$ cat src/rtl/igdd_pkg.sv
// Shared types, constants and fp32 helper functions for the int4 dequant dot block.
`default_nettype none
package igdd_pkg;

  typedef struct packed {
    logic [31:0] act_bits;
    logic [3:0]  weight_code;
    logic [31:0] scale_bits;
  } igdd_in_t;

  typedef struct packed {
    logic [31:0] result_bits;
    logic [15:0] row_index;
    logic        last_row;
  } igdd_out_t;

  // Unrounded value: mant / 2^26 * 2^exp, or a finished special word.
  typedef struct packed {
    logic               spec;
    logic [31:0]        spec_bits;
    logic               sign;
    logic signed [11:0] exp;
    logic [26:0]        mant;
  } igdd_raw_t;

  localparam logic [1:0] MODE_FIXED = 2'd0;
  localparam logic [1:0] MODE_FP32  = 2'd1;
  localparam logic [1:0] MODE_FP16  = 2'd2;

  localparam logic [1:0] REG_SCALE_MODE = 2'd0;
  localparam logic [1:0] REG_ROW_LENGTH = 2'd1;
  localparam logic [1:0] REG_GROUP_LEN  = 2'd2;
  localparam logic [1:0] REG_ROW_COUNT  = 2'd3;

  localparam logic       OP_MUL = 1'b0;
  localparam logic       OP_ADD = 1'b1;

  localparam logic [12:0] MAX_ROW_LENGTH = 13'd4096;
  localparam logic [31:0] FIXED_SCALE    = 32'h3C23D70A;
  localparam logic [31:0] QNAN           = 32'h7FC00000;
  localparam logic [7:0]  EXP_ALL_ONES   = 8'hFF;

  function automatic logic [4:0] lzc27(input logic [26:0] m);
    logic [4:0] n;
    logic       found;
    n = 5'd27;
    found = 1'b0;
    for (int i = 26; i >= 0; i--) begin
      if (!found && m[i]) begin
        n = 5'(26 - i);
        found = 1'b1;
      end
    end
    return n;
  endfunction

  function automatic logic [31:0] round_pack(input logic sign, input logic signed [11:0] exp,
                                             input logic [26:0] m);
    logic signed [12:0] be;
    logic signed [12:0] sh;
    logic [53:0]        wide;
    logic [26:0]        mm;
    logic               inc;
    logic [30:0]        body;
    be = 13'(exp) + 13'sd127;
    mm = m;
    sh = 13'sd0;
    wide = '0;
    if (be < 13'sd1) begin
      sh = 13'sd1 - be;
      if (sh > 13'sd27) begin
        mm = {26'd0, |m};
      end else begin
        wide = {m, 27'd0} >> sh[4:0];
        mm = {wide[53:28], wide[27] | (|wide[26:0])};
      end
      be = 13'sd1;
    end
    inc = mm[2] & ((|mm[1:0]) | mm[3]);
    body = {be[7:0] - 8'd1, 23'd0} + {7'd0, mm[26:3]} + {30'd0, inc};
    if (be >= 13'sd255) begin
      return {sign, EXP_ALL_ONES, 23'd0};
    end
    return {sign, body};
  endfunction

  function automatic logic [31:0] pack_norm(input igdd_raw_t r);
    logic [4:0] lz;
    lz = lzc27(r.mant);
    if (r.spec) begin
      return r.spec_bits;
    end
    return round_pack(r.sign, r.exp - 12'(lz), r.mant << lz);
  endfunction

  function automatic logic [31:0] half_to_single(input logic [15:0] h);
    logic [4:0]  ex;
    logic [9:0]  man;
    logic [3:0]  q;
    logic [9:0]  fr;
    ex = h[14:10];
    man = h[9:0];
    q = 4'd0;
    for (int i = 0; i < 10; i++) begin
      if (man[i]) begin
        q = 4'(i);
      end
    end
    fr = man << (4'd10 - q);
    if (ex == 5'd0) begin
      if (man == 10'd0) begin
        return {h[15], 31'd0};
      end
      return {h[15], 8'(q) + 8'd103, fr, 13'd0};
    end else if (ex == 5'h1F) begin
      return {h[15], EXP_ALL_ONES, man, 13'd0};
    end
    return {h[15], 8'(ex) + 8'd112, man, 13'd0};
  endfunction

  function automatic logic [31:0] code_to_float(input logic [3:0] code);
    logic [31:0] f;
    case (code)
      4'd0:    f = 32'hC0E00000;
      4'd1:    f = 32'hC0C00000;
      4'd2:    f = 32'hC0A00000;
      4'd3:    f = 32'hC0800000;
      4'd4:    f = 32'hC0400000;
      4'd5:    f = 32'hC0000000;
      4'd6:    f = 32'hBF800000;
      4'd7:    f = 32'h00000000;
      4'd8:    f = 32'h3F800000;
      4'd9:    f = 32'h40000000;
      4'd10:   f = 32'h40400000;
      4'd11:   f = 32'h40800000;
      4'd12:   f = 32'h40A00000;
      4'd13:   f = 32'h40C00000;
      4'd14:   f = 32'h40E00000;
      default: f = 32'h41000000;
    endcase
    return f;
  endfunction

endpackage
`default_nettype wire

$ cat src/rtl/int4_group_dequant_dot.sv
// Top level of the int4 group-quantized dequantize and dot-product block.
`default_nettype none
// One matrix element per input transfer: the 4-bit weight code minus 7 is scaled by the group
// scale, multiplied by the fp32 activation and added to an fp32 accumulator, all rounded to
// nearest even. After the accept, three operations (weight times scale, activation times
// weight, accumulate) each pass through one shared fp32 unit before the next element is
// taken. At the end of a row the result register is loaded, which parts the output side
// from the input side. A write to the row length or group length register starts a
// divisibility check of the group length; no element is taken until it is done. Results
// with an infinite or NaN sum are delivered as +0.
module int4_group_dequant_dot (
  input  wire logic               clk,
  input  wire logic               rst_n,
  input  wire logic               in_valid,
  output logic                    in_stall,
  input  wire igdd_pkg::igdd_in_t in_data,
  output logic                    out_valid,
  input  wire logic               out_stall,
  output igdd_pkg::igdd_out_t     out_data,
  input  wire logic               psel,
  input  wire logic               penable,
  input  wire logic               pwrite,
  input  wire logic [3:0]         paddr,
  input  wire logic [31:0]        pwdata,
  output logic [31:0]             prdata,
  output logic                    pready
);
  import igdd_pkg::*;

  localparam logic [2:0] ST_IDLE = 3'd0;
  localparam logic [2:0] ST_MW   = 3'd1;
  localparam logic [2:0] ST_WW   = 3'd2;
  localparam logic [2:0] ST_MP   = 3'd3;
  localparam logic [2:0] ST_WP   = 3'd4;
  localparam logic [2:0] ST_AD   = 3'd5;
  localparam logic [2:0] ST_WA   = 3'd6;
  localparam logic [2:0] ST_EMIT = 3'd7;

  logic [1:0]  scale_mode_r;
  logic [12:0] row_length_r;
  logic [12:0] grp_len_r;
  logic [15:0] row_count_r;

  logic        chk_busy_r;
  logic [3:0]  chk_cnt_r;
  logic [12:0] chk_rem_r;
  logic [12:0] gs_eff_r;
  logic [12:0] rem_step;

  logic [2:0]  state_r;
  logic [31:0] x_r;
  logic [3:0]  code_r;
  logic [31:0] scale_r;
  logic [31:0] t_r;
  logic [31:0] acc_r;
  logic [11:0] eidx_r;
  logic [11:0] gpos_r;
  logic [15:0] rowc_r;
  igdd_out_t   out_r;
  logic        out_valid_r;

  logic        wr;
  logic [12:0] k_eff;
  logic [15:0] rc_eff;
  logic        in_xfer;
  logic        out_free;
  logic        fpu_go;
  logic        fpu_op;
  logic [31:0] fpu_a, fpu_b, fpu_res;
  logic [12:0] gp1;
  logic        row_end;
  logic        last;
  logic [31:0] scale_new;

  assign pready = 1'b1;
  assign wr = psel && penable && pwrite;

  always_comb begin
    case (paddr[3:2])
      REG_SCALE_MODE: prdata = {30'd0, scale_mode_r};
      REG_ROW_LENGTH: prdata = {19'd0, row_length_r};
      REG_GROUP_LEN:  prdata = {19'd0, grp_len_r};
      default:        prdata = {16'd0, row_count_r};
    endcase
  end

  always_comb begin
    if (row_length_r == 13'd0) begin
      k_eff = 13'd1;
    end else if (row_length_r > MAX_ROW_LENGTH) begin
      k_eff = MAX_ROW_LENGTH;
    end else begin
      k_eff = row_length_r;
    end
  end

  assign rc_eff = (row_count_r == 16'd0) ? 16'd1 : row_count_r;

  always_comb begin
    rem_step = {chk_rem_r[11:0], k_eff[chk_cnt_r]};
    if (rem_step >= grp_len_r) begin
      rem_step = rem_step - grp_len_r;
    end
  end

  always_ff @(posedge clk) begin
    if (!rst_n) begin
      scale_mode_r <= MODE_FP32;
      row_length_r <= MAX_ROW_LENGTH;
      grp_len_r    <= 13'd0;
      row_count_r  <= 16'd1;
      chk_busy_r   <= 1'b0;
      chk_cnt_r    <= 4'd0;
      chk_rem_r    <= 13'd0;
      gs_eff_r     <= MAX_ROW_LENGTH;
    end else begin
      if (wr) begin
        case (paddr[3:2])
          REG_SCALE_MODE: scale_mode_r <= pwdata[1:0];
          REG_ROW_LENGTH: row_length_r <= pwdata[12:0];
          REG_GROUP_LEN:  grp_len_r    <= pwdata[12:0];
          default:        row_count_r  <= pwdata[15:0];
        endcase
      end
      if (wr && (paddr[3:2] == REG_ROW_LENGTH || paddr[3:2] == REG_GROUP_LEN)) begin
        chk_busy_r <= 1'b1;
        chk_cnt_r  <= 4'd12;
        chk_rem_r  <= 13'd0;
      end else if (chk_busy_r) begin
        chk_rem_r <= rem_step;
        chk_cnt_r <= chk_cnt_r - 4'd1;
        if (chk_cnt_r == 4'd0) begin
          chk_busy_r <= 1'b0;
          if (grp_len_r == 13'd0 || grp_len_r > k_eff || rem_step != 13'd0) begin
            gs_eff_r <= k_eff;
          end else begin
            gs_eff_r <= grp_len_r;
          end
        end
      end
    end
  end

  assign in_stall = (state_r != ST_IDLE) || chk_busy_r;
  assign in_xfer  = in_valid && !in_stall;
  assign out_free = !out_valid_r || !out_stall;

  always_comb begin
    case (scale_mode_r)
      MODE_FP32: scale_new = in_data.scale_bits;
      MODE_FP16: scale_new = half_to_single(in_data.scale_bits[15:0]);
      default:   scale_new = FIXED_SCALE;
    endcase
  end

  assign fpu_go = (state_r == ST_MW) || (state_r == ST_MP) || (state_r == ST_AD);
  assign fpu_op = (state_r == ST_AD) ? OP_ADD : OP_MUL;

  always_comb begin
    case (state_r)
      ST_MW: begin
        fpu_a = code_to_float(code_r);
        fpu_b = scale_r;
      end
      ST_MP: begin
        fpu_a = x_r;
        fpu_b = t_r;
      end
      default: begin
        fpu_a = acc_r;
        fpu_b = t_r;
      end
    endcase
  end

  igdd_fpu u_fpu (
    .clk (clk),
    .go  (fpu_go),
    .op  (fpu_op),
    .a   (fpu_a),
    .b   (fpu_b),
    .res (fpu_res)
  );

  assign gp1     = {1'b0, gpos_r} + 13'd1;
  assign row_end = ({1'b0, eidx_r} + 13'd1) >= k_eff;
  assign last    = ({1'b0, rowc_r} + 17'd1) >= {1'b0, rc_eff};

  always_ff @(posedge clk) begin
    if (!rst_n) begin
      state_r     <= ST_IDLE;
      eidx_r      <= 12'd0;
      gpos_r      <= 12'd0;
      rowc_r      <= 16'd0;
      acc_r       <= 32'd0;
      scale_r     <= 32'd0;
      out_valid_r <= 1'b0;
    end else begin
      if (state_r == ST_EMIT && out_free) begin
        out_valid_r <= 1'b1;
      end else if (!out_stall) begin
        out_valid_r <= 1'b0;
      end
      case (state_r)
        ST_IDLE: begin
          if (in_xfer) begin
            if (gpos_r == 12'd0) begin
              scale_r <= scale_new;
            end
            state_r <= ST_MW;
          end
        end
        ST_MW: state_r <= ST_WW;
        ST_WW: state_r <= ST_MP;
        ST_MP: state_r <= ST_WP;
        ST_WP: state_r <= ST_AD;
        ST_AD: state_r <= ST_WA;
        ST_WA: begin
          acc_r  <= fpu_res;
          gpos_r <= (gp1 >= gs_eff_r) ? 12'd0 : gp1[11:0];
          if (row_end) begin
            state_r <= ST_EMIT;
          end else begin
            eidx_r  <= eidx_r + 12'd1;
            state_r <= ST_IDLE;
          end
        end
        ST_EMIT: begin
          if (out_free) begin
            eidx_r      <= 12'd0;
            gpos_r      <= 12'd0;
            acc_r       <= 32'd0;
            rowc_r      <= last ? 16'd0 : rowc_r + 16'd1;
            state_r     <= ST_IDLE;
          end
        end
        default: state_r <= ST_IDLE;
      endcase
    end
  end

  always_ff @(posedge clk) begin
    if (in_xfer) begin
      x_r    <= in_data.act_bits;
      code_r <= in_data.weight_code;
    end
    if (state_r == ST_WW || state_r == ST_WP) begin
      t_r <= fpu_res;
    end
    if (state_r == ST_EMIT && out_free) begin
      out_r.result_bits <= (acc_r[30:23] == EXP_ALL_ONES) ? 32'd0 : acc_r;
      out_r.row_index   <= rowc_r;
      out_r.last_row    <= last;
    end
  end

  assign out_valid = out_valid_r;
  assign out_data  = out_r;

endmodule
`default_nettype wire

$ cat src/rtl/igdd_fpu.sv
// Shared two-stage fp32 multiply/add unit: operate and register, then normalize and round.
`default_nettype none
module igdd_fpu (
  input  wire logic        clk,
  input  wire logic        go,
  input  wire logic        op,
  input  wire logic [31:0] a,
  input  wire logic [31:0] b,
  output logic [31:0]      res
);
  import igdd_pkg::*;

  igdd_raw_t raw_r;
  igdd_raw_t raw_nxt;

  logic [7:0]  ea, eb;
  logic [22:0] fa, fb;
  logic        sa, sb;
  logic        a_nan, b_nan, a_inf, b_inf, a_zero, b_zero;

  logic [23:0]        ma, mb;
  logic [4:0]         lza, lzb;
  logic signed [11:0] xa, xb;
  logic [47:0]        prod;

  logic        swap;
  logic [7:0]  ebig, esml;
  logic [23:0] mbig, msml;
  logic        sbig, ssml;
  logic [7:0]  d;
  logic [53:0] wide;
  logic [26:0] mal;
  logic [27:0] sum;

  assign sa = a[31];
  assign sb = b[31];
  assign ea = a[30:23];
  assign eb = b[30:23];
  assign fa = a[22:0];
  assign fb = b[22:0];
  assign a_nan = (ea == EXP_ALL_ONES) && (fa != 23'd0);
  assign b_nan = (eb == EXP_ALL_ONES) && (fb != 23'd0);
  assign a_inf = (ea == EXP_ALL_ONES) && (fa == 23'd0);
  assign b_inf = (eb == EXP_ALL_ONES) && (fb == 23'd0);
  assign a_zero = (a[30:0] == 31'd0);
  assign b_zero = (b[30:0] == 31'd0);

  always_comb begin
    ma = {ea != 8'd0, fa};
    mb = {eb != 8'd0, fb};
    lza = lzc27({ma, 3'd0});
    lzb = lzc27({mb, 3'd0});
    xa = (ea == 8'd0) ? -12'sd126 : (12'(ea) - 12'sd127);
    xb = (eb == 8'd0) ? -12'sd126 : (12'(eb) - 12'sd127);
    prod = 48'(ma << lza) * 48'(mb << lzb);

    swap = {ea, fa} < {eb, fb};
    ebig = swap ? eb : ea;
    esml = swap ? ea : eb;
    mbig = swap ? mb : ma;
    msml = swap ? ma : mb;
    sbig = swap ? sb : sa;
    ssml = swap ? sa : sb;
    d = ((ebig == 8'd0) ? 8'd1 : ebig) - ((esml == 8'd0) ? 8'd1 : esml);
    wide = {msml, 3'd0, 27'd0} >> d[4:0];
    if (d > 8'd27) begin
      mal = {26'd0, |msml};
    end else begin
      mal = {wide[53:28], wide[27] | (|wide[26:0])};
    end
    if (sbig == ssml) begin
      sum = {1'b0, mbig, 3'd0} + {1'b0, mal};
    end else begin
      sum = {1'b0, mbig, 3'd0} - {1'b0, mal};
    end

    raw_nxt = '0;
    if (op == OP_MUL) begin
      raw_nxt.sign = sa ^ sb;
      if (a_nan || b_nan || (a_inf && b_zero) || (b_inf && a_zero)) begin
        raw_nxt.spec = 1'b1;
        raw_nxt.spec_bits = QNAN;
      end else if (a_inf || b_inf) begin
        raw_nxt.spec = 1'b1;
        raw_nxt.spec_bits = {sa ^ sb, EXP_ALL_ONES, 23'd0};
      end else if (a_zero || b_zero) begin
        raw_nxt.spec = 1'b1;
        raw_nxt.spec_bits = {sa ^ sb, 31'd0};
      end else if (prod[47]) begin
        raw_nxt.exp = xa - 12'(lza) + xb - 12'(lzb) + 12'sd1;
        raw_nxt.mant = {prod[47:22], |prod[21:0]};
      end else begin
        raw_nxt.exp = xa - 12'(lza) + xb - 12'(lzb);
        raw_nxt.mant = {prod[46:21], |prod[20:0]};
      end
    end else begin
      raw_nxt.sign = sbig;
      if (a_nan || b_nan || (a_inf && b_inf && (sa != sb))) begin
        raw_nxt.spec = 1'b1;
        raw_nxt.spec_bits = QNAN;
      end else if (a_inf || b_inf) begin
        raw_nxt.spec = 1'b1;
        raw_nxt.spec_bits = {sbig, EXP_ALL_ONES, 23'd0};
      end else if (sum == 28'd0) begin
        raw_nxt.spec = 1'b1;
        raw_nxt.spec_bits = {sa & sb, 31'd0};
      end else if (sum[27]) begin
        raw_nxt.exp = 12'((ebig == 8'd0) ? 8'd1 : ebig) - 12'sd126;
        raw_nxt.mant = {sum[27:2], |sum[1:0]};
      end else begin
        raw_nxt.exp = 12'((ebig == 8'd0) ? 8'd1 : ebig) - 12'sd127;
        raw_nxt.mant = sum[26:0];
      end
    end
  end

  always_ff @(posedge clk) begin
    if (go) begin
      raw_r <= raw_nxt;
    end
  end

  assign res = pack_norm(raw_r);

endmodule
`default_nettype wire
$ cat config.mk
export PLATFORM = sky130hd
export DESIGN_NAME = int4_group_dequant_dot
export DESIGN_NICKNAME = d
export VERILOG_FILES = /design/src/rtl/igdd_pkg.sv /design/src/rtl/int4_group_dequant_dot.sv /design/src/rtl/igdd_fpu.sv
export SDC_FILE = /design/constraint.sdc
export NUM_CORES = 2
export LEC_CHECK = 0
export BUFFER_PORTS_ARGS = -buffer_cell sky130_fd_sc_hd__buf_2
export CORE_MARGIN = 2
export CORE_UTILIZATION = 52
export CTS_CLUSTER_DIAMETER = 150
export DETAILED_ROUTE_END_ITERATION = 8
export GPL_TIMING_DRIVEN = 1
export PLACE_DENSITY = 0.68
export SLEW_MARGIN = 20
export SYNTH_ARGS = -nofsm -noshare
export SYNTH_HDL_FRONTEND = slang
export SYNTH_HIERARCHICAL = 1
export SYNTH_SLANG_ARGS = --single-unit
$ cat constraint.sdc
create_clock -name clk -period 37.1 [get_ports clk]
set_input_delay 3.71 -clock clk [delete_from_list [all_inputs] [get_ports clk]]
set_output_delay 3.71 -clock clk [all_outputs]
set_load 0.005 [all_outputs]
* Yosys cells after proc, flatten, opt, wreduce, memory -nomap -nowiden
Memory sizes are Yosys's and may differ from the RTL's. A register that Yosys moved wholly into a read port is not among the register bits.
Index checks and enable logic that the tools add are counted.
** Storage, ports and cells
- Register bits :: 372
- Latch bits :: 0
- Memory bits (writable) :: 0
- Bits in read-only memories :: 176
- Input port bits :: 111
- Output and inout bits :: 84
- Logic and storage cells :: 564
- Memories kept :: 1
** Cells by class
- $add $sub $neg :: 27
- $mul :: 1
- Div/mod/pow operators :: 0
- Order comparisons :: 12
- Equal/unequal tests :: 21
- Shift operators :: 6
- Muxes and demuxes :: 240
- Bitwise logic cells :: 9
- Reductions and logical operators :: 220
** Memories
- (no name shown) :: words 16, width 11, rd ports 1, clocked after Yosys merged registers in 1, wr ports 0, RTL line igdd_pkg.sv:123 : case (code)
** Operator list (count)
- 5-bit two-way mux :: 75
- 32-bit two-way mux :: 11
- 39-bit two-way mux :: 8
- 33-bit two-way mux :: 6
- 32-bit one-hot mux with 2 select lines :: 3
- 27-bit two-way mux :: 4
- 54-bit by 5-bit >> shifter with 54-bit output :: 2
- 24-bit by 5-bit left shift with 48-bit output :: 2
- 1-bit two-way mux :: 91
- 1-bit logical AND :: 85
- 27-bit OR reduction :: 3
- 13-bit two-way mux :: 6
- 1-bit logical NOT :: 75
- 73-bit two-way mux :: 1
- 31-bit logical NOT :: 2
- 12-bit two-way mux :: 5
- 48-bit by 48-bit multiplier with 48-bit output :: 1
- 24-bit two-way mux :: 2
- 4-bit two-way mux :: 12
- 12-bit one-hot mux with 2 select lines :: 2
- 16-bit one-hot mux with 3 select lines :: 1
- 23-bit logical NOT :: 2
- 23-bit nonzero test :: 2
- 8-bit two-way mux :: 5
- other kinds (75) :: 130

* Depth between registers and ports, before layout
- Word-level depth :: 95
- Gate-level depth with buffers :: 60
- Depth with buffers taken out :: 53

* By module
Netlist, hierarchy kept.
** Modules (own cells, without submodules)
- igdd_fpu :: instances 1, cells each 6310, area each 52291.4 um^2, sequential area each 1321.3 um^2
- int4_group_dequant_dot :: instances 1, cells each 1746, area each 16251.8 um^2, sequential area each 7297.0 um^2

* Worst setup path before layout
OpenSTA, ideal clock, no wires.
- Path kind :: reg-to-reg
- From :: register state_r[1]
- To :: register u_fpu/raw_r[3] in the netlist's numbering (data pin)
- Setup time :: 271 ps
- Arrival :: 13050 ps
- Required time :: 36829 ps
- Setup slack :: 23779 ps
- Cell stages (with the launch flop) :: 58
- Buffers on the path :: 8
- Clock period less this slack :: 13321 ps
- Cells stage by stage :: dfxtp_1 -> buf_1 -> clkbuf_1 -> nand2_1 -> o21ai_0 -> inv_1 -> a21oi_1 -> nor2_1 -> nor2_1 -> nor2_1 -> nor2_1 -> nor2_1 -> o21ai_0 -> a21oi_1 -> or3_1 -> clkbuf_1 -> a21oi_1 -> clkbuf_1 -> (+22 left out) -> ha_1 -> o21a_1 -> o21ai_0 -> nand2b_1 -> and3_1 -> nand2b_1 -> a21oi_1 -> nor2_1 -> o211a_1 -> nor3_1 -> o41a_1 -> o211ai_1 -> a21oi_1 -> xnor2_1 -> clkbuf_1 -> clkbuf_1 -> mux2i_1 -> o22ai_1
** RTL lines
- start: declaration :: RTL line int4_group_dequant_dot.sv:50 : logic [2:0] state_r;
- start signal: assignment :: RTL line int4_group_dequant_dot.sv:191 : state_r <= ST_IDLE;
- start signal: assignment :: RTL line int4_group_dequant_dot.sv:210 : state_r <= ST_MW;
- start signal: assignment :: RTL line int4_group_dequant_dot.sv:213 : ST_MW: state_r <= ST_WW;
- end signal: assignment :: RTL line igdd_fpu.sv:119 : raw_r <= raw_nxt;
- end: declaration :: RTL line igdd_fpu.sv:13 : igdd_raw_t raw_r;

==> impl_metrics.ini <==
[die]
die_w_um = 367
row_count = 133
coreArea_sq_um = 131000
initial_core_util = 0.523
chipHeight_um = 367
die_area_sq_um = 135000
io_pins = 195

[clock_tree]
cts_hold_buffers = 0
cts.repair.resized = 0
clk_latency_ns = 0.64
numCtsBuffers = 41
clock-sinks = 350
cts_max_level = 2
clk_pin_slew_ns = 0.06
cts_root_buf = clkbuf_16
cts_setup_buffers = 0
cts_tree = built
clock_path_buffers = 3

[drt]
drc = 0
routed_via_density = 5.77
drt_iter0_markers = 5341
ant_nets = 0
first_pass_iters = 6
wire_per_inst_um = 21.3
dr_total_vias = 59500
wl_um = 220000

[global_route]
grtUsageTotal = 0.329
antenna_found_initial = 6
grt_util_met3 = 0.0524
met2_usage = 0.536
met1_usage = 0.435
grt_busiest_layer = met2
grt_start_max_net_pins = 92
grt-ovfl-total = 0
grt_pass1_vias = 60700
grt_pass1_wl_um = 347000

[layout]
area_growth_pct = 8.46
fin_nets = 10100
fin_cells = 10300
drive_gt1_frac = 0.0760

[yosys]
synth_edf_count = 161
synthArstFlopShare = 0
ys.flop_type = dfxtp_1
postSynthAreaPerCell_sq_um = 8.51
synth_top_area_cell = fa_1
ys_top_cells_by_area = fa_1, ha_1, inv_1
ys_ff_latch = 350
yosysTopAreaCellShare = 0.294
ys_types = 143
yosysWarnings = 6
ys_seq_area_frac = 0.126
netlist_instances = 8056
syn-cell-area_sq_um = 68500

[setup_path]
slowest_delay_ns = 0.74
critPathTopFamily = adder cells
endpoint_kind = flip-flop
start_kind = flip-flop
crit_type = reg2reg
cp_slowest_cell = nor4_2
required_ns = 37.44
worstPathArrival_ns = 17.36
crit_buf_inv = 9
critPathMaxFanout = 65
cpMostUsedCell = fa_1

[placement]
portBuffers = 159
post-place-ws_ns = 20.38
dpl.hpwl_um = 179000
gp_congestion = 0.994
dp_cells = 10200

[outcome]
outcome = finished, final reports clean

[timing]
finalCriticalPeriod_ns = 17.02
finalSetupViolCount = 0
max_freq_mhz = 58.8
timing.hold.ws_ns = 0.469
tns_ns = 0
layout_worst_path_cycle_share = 0.459
skew_ns = 0.0555
rsz0062_at_grt = false
worst_pin_slew_ns = 1.12
max_slew_margin = 0.244
layout_setup_ws_ns = 20.08
drv_slew = 0
hold_viol = 0

[flow_run]
max-cap-violations = 0

[hold_path]
hold_path.class = reg2reg
==> through the flow <==
step / utilization / cell area (sq um)
detailed placement: 0.557 / 73000
global placement: 0.557 / 73000
floorplan: - / 70700
finish: 0.567 / 74300
global route: 0.567 / 74300
CTS: 0.567 / 74300
==> cell families after synthesis <==
| logic type | share of synthesized area |
|---|---|
| simple gates | 0.167 |
| xor+xnor | 0.0291 |
| buf+inv | 0.0998 |
| compound gates | 0.158 |
| other cells | 0.000219 |
| fa+ha+maj | 0.370 |
| flops | 0.126 |
| mux | 0.0497 |
==> cell type report <==
class / count / area (sq um)
fillers: 12200 / 56800
multi-input cells: 6519 / 55500
flip-flops and latches: 350 / 8620
inverters: 1336 / 5020
well taps: 1755 / 2200
repair buffers: 281 / 1710
clock buffers: 60 / 1180
clock inverters: 15 / 140
diodes: 3 / 7.51
==> path summary, 6_finish.rpt <==
kind                     from              to  slack, ns  cells past startpoint
setup / recovery   state_r[0]  u_fpu/raw_r[0]      20.08                     49
hold / removal    scale_r[31]     scale_r[31]       0.47                      2
setup reg to reg   state_r[0]  u_fpu/raw_r[0]      20.08                     49
hold reg to reg   scale_r[31]     scale_r[31]       0.47                      2
==> cells in the final DEF (no fill, tap or decap), types with 48 or more instances in the layout <==
cell / Yosys / layout
buf_2: 27 / 158
a21boi_0: 61 / 61
edfxtp_1: 161 / 161
dfxtp_1: 189 / 189
a31oi_1: 59 / 59
nand2b_1: 87 / 86
a21o_1: 61 / 61
a21oi_1: 335 / 326
nand3_1: 170 / 170
or2_2: 52 / 52
o21ai_0: 323 / 322
nand2_1: 656 / 656
inv_1: 1324 / 1324
fa_1: 1008 / 1007
nor3_1: 137 / 136
mux2_2: 69 / 69
xor2_1: 75 / 72
xnor2_1: 148 / 144
ha_1: 412 / 409
or3_1: 57 / 57
a22oi_1: 78 / 78
o22ai_1: 69 / 69
conb_1: 4 / 569
nor2_1: 804 / 798
and2_1: 50 / 48
buf_4: 26 / 123
and3_1: 55 / 55
a211oi_1: 50 / 50
nand4_1: 61 / 61
mux2i_1: 207 / 206
nor2b_1: 119 / 119
o211ai_1: 54 / 54
==> sequential cells by signal (all words and copies together), names as in the netlist, 16 cells and up, named ones only <==
register	count
t_r	32
out_data	49
acc_r	32
row_count_r	16
u_fpu/raw_r	44
scale_r	32
rowc_r	16
x_r	32
==> routing by layer <==
metal | wire length [um] | vias up
li1 | - | 27200
met3 | 17600 | 428
met2 | 103000 | 2411
met4 | 10700 | 0
met5 | 0 | -
met1 | 89000 | 29500
==> worst min-delay path: stages, from the launching register on <==
cell and delay [ns]:
dfxtp_1 0.31, nand2_1 0.05, a21boi_0 0.06
==> cell usage after synthesis, drive strengths merged (141+ instances only) <==
cell type and n:
edfxtp 161, nand2 659, xnor2 148, a21oi 336
nand3 172, mux2i 208, fa 1008, nor2 811
o21ai 357, clkbuf 319, nor3 141, inv 1331
dfxtp 189, ha 412
Power is not shown: default switching activity piles up to over one toggle a cycle in this logic, so the estimate is an artifact.
